`src/hdl/sqcv_pkg.sv`:
```
// ----------------------------------------------------------------------------
// sqcv_pkg: shared types and codes of the stack/queue common-values block
// Command and status codes, sequencer states and the walk step decision.
// ----------------------------------------------------------------------------
`default_nettype none

package sqcv_pkg;

    localparam int CMD_W    = 4;
    localparam int DATA_W   = 32;
    localparam int STATUS_W = 2;

    // a list or report emits at most this many beats
    localparam int OUT_LIMIT = 16;
    localparam int EMIT_W    = $clog2(OUT_LIMIT + 1);

    localparam logic signed [DATA_W-1:0] ALL_ONES = -32'sd1;
    localparam logic signed [DATA_W-1:0] ONE      = 32'sd1;
    localparam logic signed [DATA_W-1:0] ZERO     = 32'sd0;

    typedef enum logic [CMD_W-1:0] {
        CMD_PUSH       = 4'd0,
        CMD_POP        = 4'd1,
        CMD_ENQUEUE    = 4'd2,
        CMD_DEQUEUE    = 4'd3,
        CMD_REPORT     = 4'd4,
        CMD_LIST_QUEUE = 4'd5,
        CMD_LIST_STACK = 4'd6,
        CMD_STACK_HAS  = 4'd7,
        CMD_QUEUE_HAS  = 4'd8
    } cmd_t;

    typedef enum logic [STATUS_W-1:0] {
        STAT_OK    = 2'd0,
        STAT_EMPTY = 2'd1,
        STAT_FULL  = 2'd2,
        STAT_NONE  = 2'd3
    } status_t;

    typedef enum logic [2:0] {
        ST_IDLE,
        ST_S_ADDR,
        ST_S_DATA,
        ST_Q_ADDR,
        ST_Q_DATA,
        ST_FLUSH
    } state_t;

    // decision taken in a data state of the walk
    typedef struct packed {
        logic                     prod;    // produce a result beat
        logic signed [DATA_W-1:0] value;
        status_t                  status;
        logic                     done;    // walk ends after this step
        logic                     s_next;  // move to the next stack entry
        logic                     q_next;  // move to the next queue entry
        logic                     q_start; // latch stack entry, scan queue
        logic                     deq;     // retire the queue head
    } step_t;

endpackage

`default_nettype wire

```
`src/hdl/sqcv_cmd_if.sv`:
```
// ----------------------------------------------------------------------------
// sqcv_cmd_if: command channel
// Valid/ready channel carrying one command and its operand per beat.
// ----------------------------------------------------------------------------
`default_nettype none

interface sqcv_cmd_if;
    import sqcv_pkg::*;

    logic                     valid;
    logic                     ready;
    logic [CMD_W-1:0]         command;
    logic signed [DATA_W-1:0] value;

    modport source (output valid, output command, output value, input ready);
    modport sink   (input valid, input command, input value, output ready);
endinterface

`default_nettype wire

```
`src/hdl/sqcv_res_if.sv`:
```
// ----------------------------------------------------------------------------
// sqcv_res_if: result channel
// Valid/ready channel carrying one result value, status and last flag per beat.
// ----------------------------------------------------------------------------
`default_nettype none

interface sqcv_res_if;
    import sqcv_pkg::*;

    logic                     valid;
    logic                     ready;
    logic signed [DATA_W-1:0] result_value;
    logic [STATUS_W-1:0]      status;
    logic                     last;

    modport source (output valid, output result_value, output status, output last,
                    input ready);
    modport sink   (input valid, input result_value, input status, input last,
                    output ready);
endinterface

`default_nettype wire

```
`src/hdl/stack_queue_common_values_top.sv`:
```
// Push, enqueue and every command answered from the counts alone (empty or
// full cases) are answered as they are accepted; unknown codes are dropped
// without a beat. Pop and dequeue go through accept, memory read, decision
// and flush. Lists, membership walks and the report visit one entry at a
// time (one read port per store). Reset (rst_n low, async) empties both stores.
// ----------------------------------------------------------------------------
// stack_queue_common_values_top: bounded stack, FIFO and intersection report
// A small sequencer walks the stack and queue memories one entry at a time
// through an equality comparator on each store's read data and produces result beats.
// ----------------------------------------------------------------------------
`default_nettype none

module stack_queue_common_values_top #(
    parameter int STACK_DEPTH = 16,
    parameter int QUEUE_DEPTH = 16
) (
    input  wire logic   clk,
    input  wire logic   rst_n,
    sqcv_cmd_if.sink    cmd,
    sqcv_res_if.source  res
);
    import sqcv_pkg::*;

    localparam int SAW = $clog2(STACK_DEPTH);      // stack address
    localparam int SCW = $clog2(STACK_DEPTH + 1);  // stack count
    localparam int QAW = $clog2(QUEUE_DEPTH);      // queue address
    localparam int QCW = $clog2(QUEUE_DEPTH + 1);  // queue count
    localparam int QSW = QCW + 1;                  // head + offset sum

    // circular slot of the queue: base + offset, folded once
    function automatic logic [QAW-1:0] qslot(input logic [QAW-1:0] base,
                                             input logic [QCW-1:0] off);
        logic [QSW-1:0] sum;
        sum = QSW'(base) + QSW'(off);
        if (sum >= QSW'(QUEUE_DEPTH)) sum = sum - QSW'(QUEUE_DEPTH);
        return sum[QAW-1:0];
    endfunction

    // ------------------------------------------------------------------
    // Registers
    // ------------------------------------------------------------------
    state_t                   state_reg, state_next;
    logic [SCW-1:0]           stack_count_reg, stack_count_next;
    logic [QAW-1:0]           queue_head_reg, queue_head_next;
    logic [QCW-1:0]           queue_count_reg, queue_count_next;
    logic                     out_valid_reg, out_valid_next;
    logic                     pend_valid_reg, pend_valid_next;
    logic [EMIT_W-1:0]        emit_cnt_reg, emit_cnt_next;
    cmd_t                     mode_reg, mode_next;

    logic signed [DATA_W-1:0] key_reg, key_next;
    logic [SCW-1:0]           sidx_reg, sidx_next;
    logic [QCW-1:0]           qidx_reg, qidx_next;
    logic signed [DATA_W-1:0] pend_value_reg, pend_value_next;
    status_t                  pend_status_reg, pend_status_next;
    logic signed [DATA_W-1:0] out_value_reg, out_value_next;
    status_t                  out_status_reg, out_status_next;
    logic                     out_last_reg, out_last_next;

    // memories and their registered read data
    logic signed [DATA_W-1:0] stack_mem [STACK_DEPTH];
    logic signed [DATA_W-1:0] queue_mem [QUEUE_DEPTH];
    logic signed [DATA_W-1:0] stack_q_reg;
    logic signed [DATA_W-1:0] queue_q_reg;
    logic                     stack_we, queue_we;
    logic [SAW-1:0]           stack_raddr, stack_waddr;
    logic [QAW-1:0]           queue_raddr, queue_waddr;

    // ------------------------------------------------------------------
    // Handshake and shared decode
    // ------------------------------------------------------------------
    logic  out_free, accept, stall;
    logic  stack_empty, stack_full, queue_empty, queue_full;
    logic  s_end, q_end, s_match, q_match, limit_hit;
    cmd_t  cmd_code;
    step_t step;

    // the output register frees when its beat is taken this cycle
    assign out_free  = !out_valid_reg || res.ready;
    assign cmd.ready = (state_reg == ST_IDLE) && out_free;
    assign accept    = cmd.valid && cmd.ready;
    assign cmd_code  = cmd_t'(cmd.command);

    // a new beat cannot enter while the pending one has nowhere to go
    assign stall = pend_valid_reg && !out_free;

    assign stack_empty = (stack_count_reg == '0);
    assign stack_full  = (stack_count_reg == SCW'(STACK_DEPTH));
    assign queue_empty = (queue_count_reg == '0);
    assign queue_full  = (queue_count_reg == QCW'(QUEUE_DEPTH));

    // walk positions: sidx counts down from the top, qidx up from the head
    assign s_end = (sidx_reg == SCW'(1));
    assign q_end = (QCW'(qidx_reg + QCW'(1)) == queue_count_reg);

    // the comparators against the key
    assign s_match = (stack_q_reg == key_reg);
    assign q_match = (queue_q_reg == key_reg);

    assign stack_raddr = SAW'(sidx_reg - SCW'(1));
    assign stack_waddr = stack_count_reg[SAW-1:0];
    assign queue_raddr = qslot(queue_head_reg, qidx_reg);
    assign queue_waddr = qslot(queue_head_reg, queue_count_reg);

    assign limit_hit = step.prod && (emit_cnt_reg == EMIT_W'(OUT_LIMIT - 1));

    // ------------------------------------------------------------------
    // Walk step decision
    // ------------------------------------------------------------------
    always_comb
    begin
        step        = '0;
        step.status = STAT_OK;
        unique case (state_reg)
            ST_S_DATA:
            begin
                unique case (mode_reg)
                    CMD_POP:
                    begin
                        step.prod  = 1'b1;
                        step.value = stack_q_reg;
                        step.done  = 1'b1;
                    end
                    CMD_LIST_STACK:
                    begin
                        step.prod   = 1'b1;
                        step.value  = stack_q_reg;
                        step.done   = s_end;
                        step.s_next = !s_end;
                    end
                    CMD_STACK_HAS:
                    begin
                        if (s_match || s_end)
                        begin
                            step.prod  = 1'b1;
                            step.value = s_match ? ONE : ZERO;
                            step.done  = 1'b1;
                        end
                        else
                        begin
                            step.s_next = 1'b1;
                        end
                    end
                    CMD_REPORT:
                    begin
                        step.q_start = 1'b1;
                    end
                    default: ;
                endcase
            end
            ST_Q_DATA:
            begin
                unique case (mode_reg)
                    CMD_DEQUEUE:
                    begin
                        step.prod  = 1'b1;
                        step.value = queue_q_reg;
                        step.done  = 1'b1;
                        step.deq   = 1'b1;
                    end
                    CMD_LIST_QUEUE:
                    begin
                        step.prod   = 1'b1;
                        step.value  = queue_q_reg;
                        step.done   = q_end;
                        step.q_next = !q_end;
                    end
                    CMD_QUEUE_HAS:
                    begin
                        if (q_match || q_end)
                        begin
                            step.prod  = 1'b1;
                            step.value = q_match ? ONE : ZERO;
                            step.done  = 1'b1;
                        end
                        else
                        begin
                            step.q_next = 1'b1;
                        end
                    end
                    CMD_REPORT:
                    begin
                        // a match or the queue tail closes this stack entry
                        if (q_match)
                        begin
                            step.prod  = 1'b1;
                            step.value = key_reg;
                        end
                        if (!(q_match || q_end))
                        begin
                            step.q_next = 1'b1;
                        end
                        else if (s_end)
                        begin
                            step.done = 1'b1;
                            if (!q_match && emit_cnt_reg == '0)
                            begin
                                step.prod   = 1'b1;
                                step.value  = ZERO;
                                step.status = STAT_NONE;
                            end
                        end
                        else
                        begin
                            step.s_next = 1'b1;
                        end
                    end
                    default: ;
                endcase
            end
            default: ;
        endcase
    end

    // ------------------------------------------------------------------
    // Next state
    // ------------------------------------------------------------------
    always_comb
    begin
        state_next = state_reg;
        unique case (state_reg)
            ST_IDLE:
            begin
                if (accept)
                begin
                    unique case (cmd_code)
                        CMD_POP, CMD_LIST_STACK, CMD_STACK_HAS:
                            if (!stack_empty) state_next = ST_S_ADDR;
                        CMD_DEQUEUE, CMD_LIST_QUEUE, CMD_QUEUE_HAS:
                            if (!queue_empty) state_next = ST_Q_ADDR;
                        CMD_REPORT:
                            if (!stack_empty && !queue_empty) state_next = ST_S_ADDR;
                        default: ;
                    endcase
                end
            end
            ST_S_ADDR: state_next = ST_S_DATA;
            ST_Q_ADDR: state_next = ST_Q_DATA;
            ST_S_DATA, ST_Q_DATA:
            begin
                if (!stall)
                begin
                    priority if (step.done || limit_hit)     state_next = ST_FLUSH;
                    else if (step.s_next)                    state_next = ST_S_ADDR;
                    else if (step.q_next || step.q_start)    state_next = ST_Q_ADDR;
                end
            end
            ST_FLUSH:
            begin
                if (out_free) state_next = ST_IDLE;
            end
            default: state_next = ST_IDLE;
        endcase
    end

    // ------------------------------------------------------------------
    // Datapath and store updates
    // ------------------------------------------------------------------
    always_comb
    begin
        stack_count_next = stack_count_reg;
        queue_head_next  = queue_head_reg;
        queue_count_next = queue_count_reg;
        out_valid_next   = out_valid_reg;
        pend_valid_next  = pend_valid_reg;
        emit_cnt_next    = emit_cnt_reg;
        mode_next        = mode_reg;
        key_next         = key_reg;
        sidx_next        = sidx_reg;
        qidx_next        = qidx_reg;
        pend_value_next  = pend_value_reg;
        pend_status_next = pend_status_reg;
        out_value_next   = out_value_reg;
        out_status_next  = out_status_reg;
        out_last_next    = out_last_reg;
        stack_we         = 1'b0;
        queue_we         = 1'b0;

        // drop the output beat once taken; loads below override
        if (res.ready) out_valid_next = 1'b0;

        unique case (state_reg)
            ST_IDLE:
            begin
                if (accept)
                begin
                    mode_next       = cmd_code;
                    key_next        = cmd.value;
                    sidx_next       = stack_count_reg;
                    qidx_next       = '0;
                    emit_cnt_next   = '0;
                    pend_valid_next = 1'b0;
                    out_last_next   = 1'b1;
                    unique case (cmd_code)
                        CMD_PUSH:
                        begin
                            out_valid_next  = 1'b1;
                            out_value_next  = cmd.value;
                            out_status_next = stack_full ? STAT_FULL : STAT_OK;
                            if (!stack_full)
                            begin
                                stack_we         = 1'b1;
                                stack_count_next = stack_count_reg + SCW'(1);
                            end
                        end
                        CMD_ENQUEUE:
                        begin
                            out_valid_next  = 1'b1;
                            out_value_next  = cmd.value;
                            out_status_next = queue_full ? STAT_FULL : STAT_OK;
                            if (!queue_full)
                            begin
                                queue_we         = 1'b1;
                                queue_count_next = queue_count_reg + QCW'(1);
                            end
                        end
                        CMD_POP:
                        begin
                            if (stack_empty)
                            begin
                                out_valid_next  = 1'b1;
                                out_value_next  = ALL_ONES;
                                out_status_next = STAT_EMPTY;
                            end
                            else
                            begin
                                stack_count_next = stack_count_reg - SCW'(1);
                            end
                        end
                        CMD_LIST_STACK:
                        begin
                            if (stack_empty)
                            begin
                                out_valid_next  = 1'b1;
                                out_value_next  = ALL_ONES;
                                out_status_next = STAT_EMPTY;
                            end
                        end
                        CMD_DEQUEUE, CMD_LIST_QUEUE:
                        begin
                            if (queue_empty)
                            begin
                                out_valid_next  = 1'b1;
                                out_value_next  = ALL_ONES;
                                out_status_next = STAT_EMPTY;
                            end
                        end
                        CMD_REPORT:
                        begin
                            if (stack_empty || queue_empty)
                            begin
                                out_valid_next  = 1'b1;
                                out_value_next  = ALL_ONES;
                                out_status_next = STAT_EMPTY;
                            end
                        end
                        CMD_STACK_HAS:
                        begin
                            if (stack_empty)
                            begin
                                out_valid_next  = 1'b1;
                                out_value_next  = ZERO;
                                out_status_next = STAT_OK;
                            end
                        end
                        CMD_QUEUE_HAS:
                        begin
                            if (queue_empty)
                            begin
                                out_valid_next  = 1'b1;
                                out_value_next  = ZERO;
                                out_status_next = STAT_OK;
                            end
                        end
                        default: ;
                    endcase
                end
            end
            ST_S_DATA, ST_Q_DATA:
            begin
                if (!stall)
                begin
                    if (step.prod)
                    begin
                        // advance the previous beat now that another follows
                        if (pend_valid_reg)
                        begin
                            out_valid_next  = 1'b1;
                            out_value_next  = pend_value_reg;
                            out_status_next = pend_status_reg;
                            out_last_next   = 1'b0;
                        end
                        pend_valid_next  = 1'b1;
                        pend_value_next  = step.value;
                        pend_status_next = step.status;
                        emit_cnt_next    = emit_cnt_reg + EMIT_W'(1);
                    end
                    if (step.s_next) sidx_next = sidx_reg - SCW'(1);
                    if (step.q_next) qidx_next = qidx_reg + QCW'(1);
                    if (step.q_start)
                    begin
                        key_next  = stack_q_reg;
                        qidx_next = '0;
                    end
                    if (step.deq)
                    begin
                        queue_head_next  = qslot(queue_head_reg, QCW'(1));
                        queue_count_next = queue_count_reg - QCW'(1);
                    end
                end
            end
            ST_FLUSH:
            begin
                if (out_free)
                begin
                    out_valid_next  = 1'b1;
                    out_value_next  = pend_value_reg;
                    out_status_next = pend_status_reg;
                    out_last_next   = 1'b1;
                    pend_valid_next = 1'b0;
                end
            end
            default: ;
        endcase
    end

    // ------------------------------------------------------------------
    // Control registers
    // ------------------------------------------------------------------
    always_ff @(posedge clk or negedge rst_n)
    begin
        if (!rst_n)
        begin
            state_reg       <= ST_IDLE;
            stack_count_reg <= '0;
            queue_head_reg  <= '0;
            queue_count_reg <= '0;
            out_valid_reg   <= 1'b0;
            pend_valid_reg  <= 1'b0;
            emit_cnt_reg    <= '0;
            mode_reg        <= CMD_PUSH;
        end
        else
        begin
            state_reg       <= state_next;
            stack_count_reg <= stack_count_next;
            queue_head_reg  <= queue_head_next;
            queue_count_reg <= queue_count_next;
            out_valid_reg   <= out_valid_next;
            pend_valid_reg  <= pend_valid_next;
            emit_cnt_reg    <= emit_cnt_next;
            mode_reg        <= mode_next;
        end
    end

    // payload registers
    always_ff @(posedge clk)
    begin
        key_reg         <= key_next;
        sidx_reg        <= sidx_next;
        qidx_reg        <= qidx_next;
        pend_value_reg  <= pend_value_next;
        pend_status_reg <= pend_status_next;
        out_value_reg   <= out_value_next;
        out_status_reg  <= out_status_next;
        out_last_reg    <= out_last_next;
    end

    // ------------------------------------------------------------------
    // Stores: one write and one registered read port each
    // ------------------------------------------------------------------
    always_ff @(posedge clk)
    begin
        if (stack_we) stack_mem[stack_waddr] <= cmd.value;
        stack_q_reg <= stack_mem[stack_raddr];
    end

    always_ff @(posedge clk)
    begin
        if (queue_we) queue_mem[queue_waddr] <= cmd.value;
        queue_q_reg <= queue_mem[queue_raddr];
    end

    // ------------------------------------------------------------------
    // Result channel
    // ------------------------------------------------------------------
    assign res.valid        = out_valid_reg;
    assign res.result_value = out_value_reg;
    assign res.status       = out_status_reg;
    assign res.last         = out_last_reg;

endmodule

`default_nettype wire

```
`src/flat_wrapper.sv`:
```
// flat-port wrapper written by rule: the top's interface ports become plain ports
module stack_queue_common_values_top_flat import sqcv_pkg::*;
#(
    parameter int STACK_DEPTH = 16,
    parameter int QUEUE_DEPTH = 16
)
  (clk, rst_n, cmd_valid, cmd_command, cmd_value, cmd_ready, res_valid, res_result_value, res_status, res_last, res_ready);
  sqcv_cmd_if cmd_i ();
  sqcv_res_if res_i ();
  input  wire logic clk;
  input  wire logic rst_n;
  input wire logic [$bits(cmd_i.valid)-1:0] cmd_valid;
  input wire logic [$bits(cmd_i.command)-1:0] cmd_command;
  input wire logic [$bits(cmd_i.value)-1:0] cmd_value;
  output wire logic [$bits(cmd_i.ready)-1:0] cmd_ready;
  output wire logic [$bits(res_i.valid)-1:0] res_valid;
  output wire logic [$bits(res_i.result_value)-1:0] res_result_value;
  output wire logic [$bits(res_i.status)-1:0] res_status;
  output wire logic [$bits(res_i.last)-1:0] res_last;
  input wire logic [$bits(res_i.ready)-1:0] res_ready;
  assign cmd_i.valid = cmd_valid;
  assign cmd_i.command = cmd_command;
  assign cmd_i.value = cmd_value;
  assign cmd_ready = cmd_i.ready;
  assign res_valid = res_i.valid;
  assign res_result_value = res_i.result_value;
  assign res_status = res_i.status;
  assign res_last = res_i.last;
  assign res_i.ready = res_ready;
  stack_queue_common_values_top #(.STACK_DEPTH(STACK_DEPTH), .QUEUE_DEPTH(QUEUE_DEPTH)) u_core (.clk(clk), .rst_n(rst_n), .cmd(cmd_i), .res(res_i));
endmodule
```
`config.mk`:
```
export PLATFORM = sky130hd
export DESIGN_NAME = stack_queue_common_values_top_flat
export DESIGN_NICKNAME = d
export VERILOG_FILES = /design/src/hdl/sqcv_pkg.sv /design/src/hdl/sqcv_cmd_if.sv /design/src/hdl/sqcv_res_if.sv /design/src/hdl/stack_queue_common_values_top.sv /design/src/flat_wrapper.sv
export SDC_FILE = /design/constraint.sdc
export NUM_CORES = 1
export LEC_CHECK = 0
export ABC_AREA = 0
export BUFFER_PORTS_ARGS = -buffer_cell sky130_fd_sc_hd__buf_2
export CAP_MARGIN = 10
export CORE_ASPECT_RATIO = 1.75
export CORE_MARGIN = 5
export CORE_UTILIZATION = 30
export CTS_CLUSTER_DIAMETER = 40
export DETAILED_ROUTE_END_ITERATION = 8
export GPL_TIMING_DRIVEN = 0
export RECOVER_POWER = 50
export SETUP_SLACK_MARGIN = 0.15
export SLEW_MARGIN = 10
export SYNTH_ARGS = -nofsm -noshare
export SYNTH_HDL_FRONTEND = slang
export SYNTH_SLANG_ARGS = --single-unit
```
`constraint.sdc`:
```
create_clock -name clk -period 9.1 [get_ports clk]
set_input_delay 1.82 -clock clk [delete_from_list [all_inputs] [get_ports clk]]
set_output_delay 1.82 -clock clk [all_outputs]
set_load 0.1 [all_outputs]
```
==> results.py <==
metrics = {
    "pwr": {
        "total_switching_power_uw": 7310,
        "power.internal_uw": 12400,
        "power.density_cell_area_nw_per_um2": 352,
        "pwr-share-seq_pct": 36.5,
        "combPwrFrac_pct": 39.3,
        "ir_worst_vdd_mv": 0.188,
        "power.switching_fraction_pct": 37.2,
        "static-leakage-power_uw": 0.0174,
        "pwr-share-clk_pct": 24.2,
    },
    "timing": {
        "final-hold-violation-count": 0,
        "timing_worst_slew_pin_value_ns": 1.97,
        "fin_worst_hold_slack_ns": 0.520,
        "period_share_pct": 56.6,
        "timing.final.setup_violations": 0,
        "slew_headroom_pct": -31.1,
        "clock-skew-final_ns": 0.0347,
        "timing_max_transition_violations_final": 1080,
        "grt_setup_unrepaired": "false",
        "final_critical_period_ns": 5.15,
        "max_freq_ghz": 0.194,
        "fin_setup_tns_ns": 0,
    },
    "layout": {
        "final_net_count": 2764,
        "largest_registers": "u_core.queue_mem: 512 flops, u_core.stack_mem: 512 flops",
        "flow.area_growth_from_synthesis_pct": 16.4,
        "post_route_cells_drive_above_1_share_pct": 21.3,
    },
    "global_routing": {
        "pin_count_of_the_biggest_net_entering_global_routing": 35,
        "globalRouteOverflowTotal": 0,
        "groute.usage.overall_pct": 15.0,
        "global_route_wire_length_before_repair_mm": 184,
        "vias_in_the_first_global_route": 25300,
        "initial_antenna_violation_count": 11,
    },
    "setup_path": {
        "cp_launch_type": "flop",
        "worst_ep_required_time_ns": 9.68,
        "timing.critical_path.to_type": "flop",
        "arrival_ns": 5.74,
        "critical_path.max_fanout": 10,
        "worst_setup_path_category": "reg -> reg",
    },
    "die": {
        "io-pin-count": 77,
        "floorplan.die_area_um2": 169000,
        "fp.dieH_um": 539,
        "floorplan.initialDensity_pct": 30.1,
        "placementRows": 194,
        "die_w_um": 313,
        "coreArea_um2": 159000,
    },
    "route": {
        "drc_errors": 0,
        "route.detailed.vias_per_inst": 5.03,
        "met2_length_mm": 71.2,
        "drt_first_iter_violations": 1873,
        "postRouteAntennaNets": 0,
        "drt-met1-wl_mm": 45.3,
        "detailroute.via_count": 24400,
        "finalWirelength_mm": 130,
        "topRoutingLayerUsed": "met5",
        "dr_wl_met3_mm": 6.00,
        "dr.pass1.iters": 5,
        "detail_route.wl_per_cell_um": 26.8,
    },
    "min_path": {
        "hold_path.class": "reg -> reg",
    },
    "clock_network": {
        "tritoncts_clock_tree": "done",
        "cts.root.buffer_cell": "sky130_fd_sc_hd__clkbuf_16",
        "clkSinkCount": 1226,
        "htree_num_levels": 3,
        "worstSkewPairLatency_ns": 0.73,
        "cts.repair_timing.setup_buffer_count": 0,
        "post_cts_hold_buffer_count": 0,
        "numCtsBuffers": 105,
        "cts.reportedPaths.clkPinSlew_ns": 0.07,
        "cts_resized": 0,
        "clk_path_buf_depth": 3,
    },
    "placement": {
        "placer_congestion": 0.919,
        "numPortBuffers": 75,
        "dp_hpwl_mm": 89.3,
    },
    "yosys": {
        "yosysTopAreaCellShare_pct": 70.9,
        "synth-edff-count": 1134,
        "mappedNetlistNets": 2524,
        "synth.yosys.seq_area_share_pct": 75.0,
        "yosysWarnings": 0,
        "syn_avg_cell_area_um2": 19.5,
        "yosysTopAreaCell": "sky130_fd_sc_hd__edfxtp_1",
        "ys_ff_latch": 1226,
        "post_syn_area_um2": 48000,
        "dominantRegCellSynth": "sky130_fd_sc_hd__edfxtp_1",
        "synthCells": 2461,
        "synth-async-reset-ratio_pct": 2.28,
        "netlist-cell-type-count": 67,
        "synth.top_cells.by_area": "sky130_fd_sc_hd__edfxtp_1 (71%), sky130_fd_sc_hd__mux4_2 (13%), sky130_fd_sc_hd__dfxtp_1 (2.7%), sky130_fd_sc_hd__nand2_1 (1.9%), sky130_fd_sc_hd__dfrtp_1 (1.5%)",
    },
    "run_status": {
        "status": "complete, but fails checks",
        "violations_in_the_final_reports": "capacitance limit, slew limit",
    },
    "job": {
        "maxCapViolations": 31,
    },
}
## Yosys cell counts, types with 4 or more instances
library cell               count
sky130_fd_sc_hd__a211oi_1     32
sky130_fd_sc_hd__a21o_1       10
sky130_fd_sc_hd__a21oi_1      27
sky130_fd_sc_hd__a221o_1      33
sky130_fd_sc_hd__a22oi_1      32
sky130_fd_sc_hd__a31oi_1      39
sky130_fd_sc_hd__and2_1       34
sky130_fd_sc_hd__and3_1        4
sky130_fd_sc_hd__buf_1        22
sky130_fd_sc_hd__buf_2        10
sky130_fd_sc_hd__clkbuf_1     94
sky130_fd_sc_hd__dfrtp_1      28
sky130_fd_sc_hd__dfxtp_1      64
sky130_fd_sc_hd__edfxtp_1   1134
sky130_fd_sc_hd__fa_1          4
sky130_fd_sc_hd__ha_1         19
sky130_fd_sc_hd__inv_1        20
sky130_fd_sc_hd__mux2_2        6
sky130_fd_sc_hd__mux4_2      288
sky130_fd_sc_hd__nand2_1     237
sky130_fd_sc_hd__nand2b_1      8
sky130_fd_sc_hd__nand3_1      12
sky130_fd_sc_hd__nand3b_1      4
sky130_fd_sc_hd__nand4_1      15
sky130_fd_sc_hd__nor2_1       62
sky130_fd_sc_hd__nor3_1       13
sky130_fd_sc_hd__nor4_1        7
sky130_fd_sc_hd__o21ai_0      52
sky130_fd_sc_hd__or3_1         5
sky130_fd_sc_hd__xnor2_1      71
sky130_fd_sc_hd__xor2_1       26
## final timing paths
check	from	endpoint	slack [ns]	depth (start not counted)
worst max-delay path	u_core.sidx_reg[0]$_DFFE_PP_	u_core.stack_q_reg[29]$_DFF_P_	3.95	9
worst min-delay path	u_core.emit_cnt_reg[4]$_DFFE_PN0P_	u_core.emit_cnt_reg[4]$_DFFE_PN0P_	0.52	2
worst max register to register	u_core.sidx_reg[0]$_DFFE_PP_	u_core.stack_q_reg[29]$_DFF_P_	3.95	9
worst min register to register	u_core.emit_cnt_reg[4]$_DFFE_PN0P_	u_core.emit_cnt_reg[4]$_DFFE_PN0P_	0.52	2
max in group asynchronous	rst_n	u_core.state_reg[1]$_DFFE_PN0P_	6.47	1
min in group asynchronous	rst_n	u_core.queue_head_reg[1]$_DFFE_PN0P_	1.58	1
## final cells by class
type	instances	area, um^2
antenna	5	12.5
buffer	126	489
clock buffer	135	2940
clock inverter	62	768
fill	14700	104000
inverter	21	78.8
multi-input combinational	1088	11700
sequential	1226	36000
tap	2058	2570
timing repair buffer	133	1320
## critical path, stage by stage, from the launching register on
cell	delay [ns]
sky130_fd_sc_hd__edfxtp_1	0.35
sky130_fd_sc_hd__clkbuf_1	0.24
sky130_fd_sc_hd__clkbuf_1	0.48
sky130_fd_sc_hd__clkbuf_1	0.91
sky130_fd_sc_hd__inv_1	0.12
sky130_fd_sc_hd__ha_1	0.48
sky130_fd_sc_hd__clkbuf_1	0.65
sky130_fd_sc_hd__clkbuf_1	0.77
sky130_fd_sc_hd__mux4_2	0.45
sky130_fd_sc_hd__mux4_2	0.56
## cell usage in the layout (no fill, tap or decap), types with 34 or more instances in the layout
cell type | netlist | final
sky130_fd_sc_hd__clkbuf_16 | 0 | 108
sky130_fd_sc_hd__dfxtp_1 | 64 | 64
sky130_fd_sc_hd__mux4_2 | 288 | 288
sky130_fd_sc_hd__nor2_1 | 62 | 34
sky130_fd_sc_hd__nand2_1 | 237 | 237
sky130_fd_sc_hd__edfxtp_1 | 1134 | 1134
sky130_fd_sc_hd__o21ai_0 | 52 | 53
sky130_fd_sc_hd__a31oi_1 | 39 | 39
sky130_fd_sc_hd__clkbuf_1 | 94 | 184
sky130_fd_sc_hd__xnor2_1 | 71 | 69
## metrics by stage
step	setup WS (ns)	instance area [um^2]	cells	util, %	power (uW)
CTS	3.85	56100	4849	35.1	19900
floorplan	2.33	48000	2461	-	12400
detailed placement	3.84	52300	4652	32.8	15200
global placement	-0.153	51000	4594	32.0	15000
global route	3.74	55900	4851	35.1	20400
finish	3.95	55900	4854	35.1	19700
## layer usage
metal	vias up	track usage, %
li1	10500	-
met1	12900	16.2
met2	759	28.5
met3	249	2.13
met4	10	7.69
met5	-	0
## cell families after synthesis
logic type	count (synthesis)	synth area share (%)
buffers and inverters	147	1.17
XOR/XNOR	99	1.86
flip-flops	1226	75.0
AO/OA/AOI/OAI	247	3.59
multiplexers	296	13.7
adder cells (fa/ha/maj)	23	0.661
AND/OR/NAND/NOR	423	4.03
## power by group through the flow
stage          Clock [uW]  Combinational [uW]  Sequential (uW)
3_5_place_dp            0                7900             7280
3_3_place_gp            0                7710             7300
2_1_floorplan           0                4600             7760
6_report             4760                7730             7180
5_1_grt              5050                8170             7220
4_1_cts              4860                7920             7160
(Power assumes the default switching activity.)
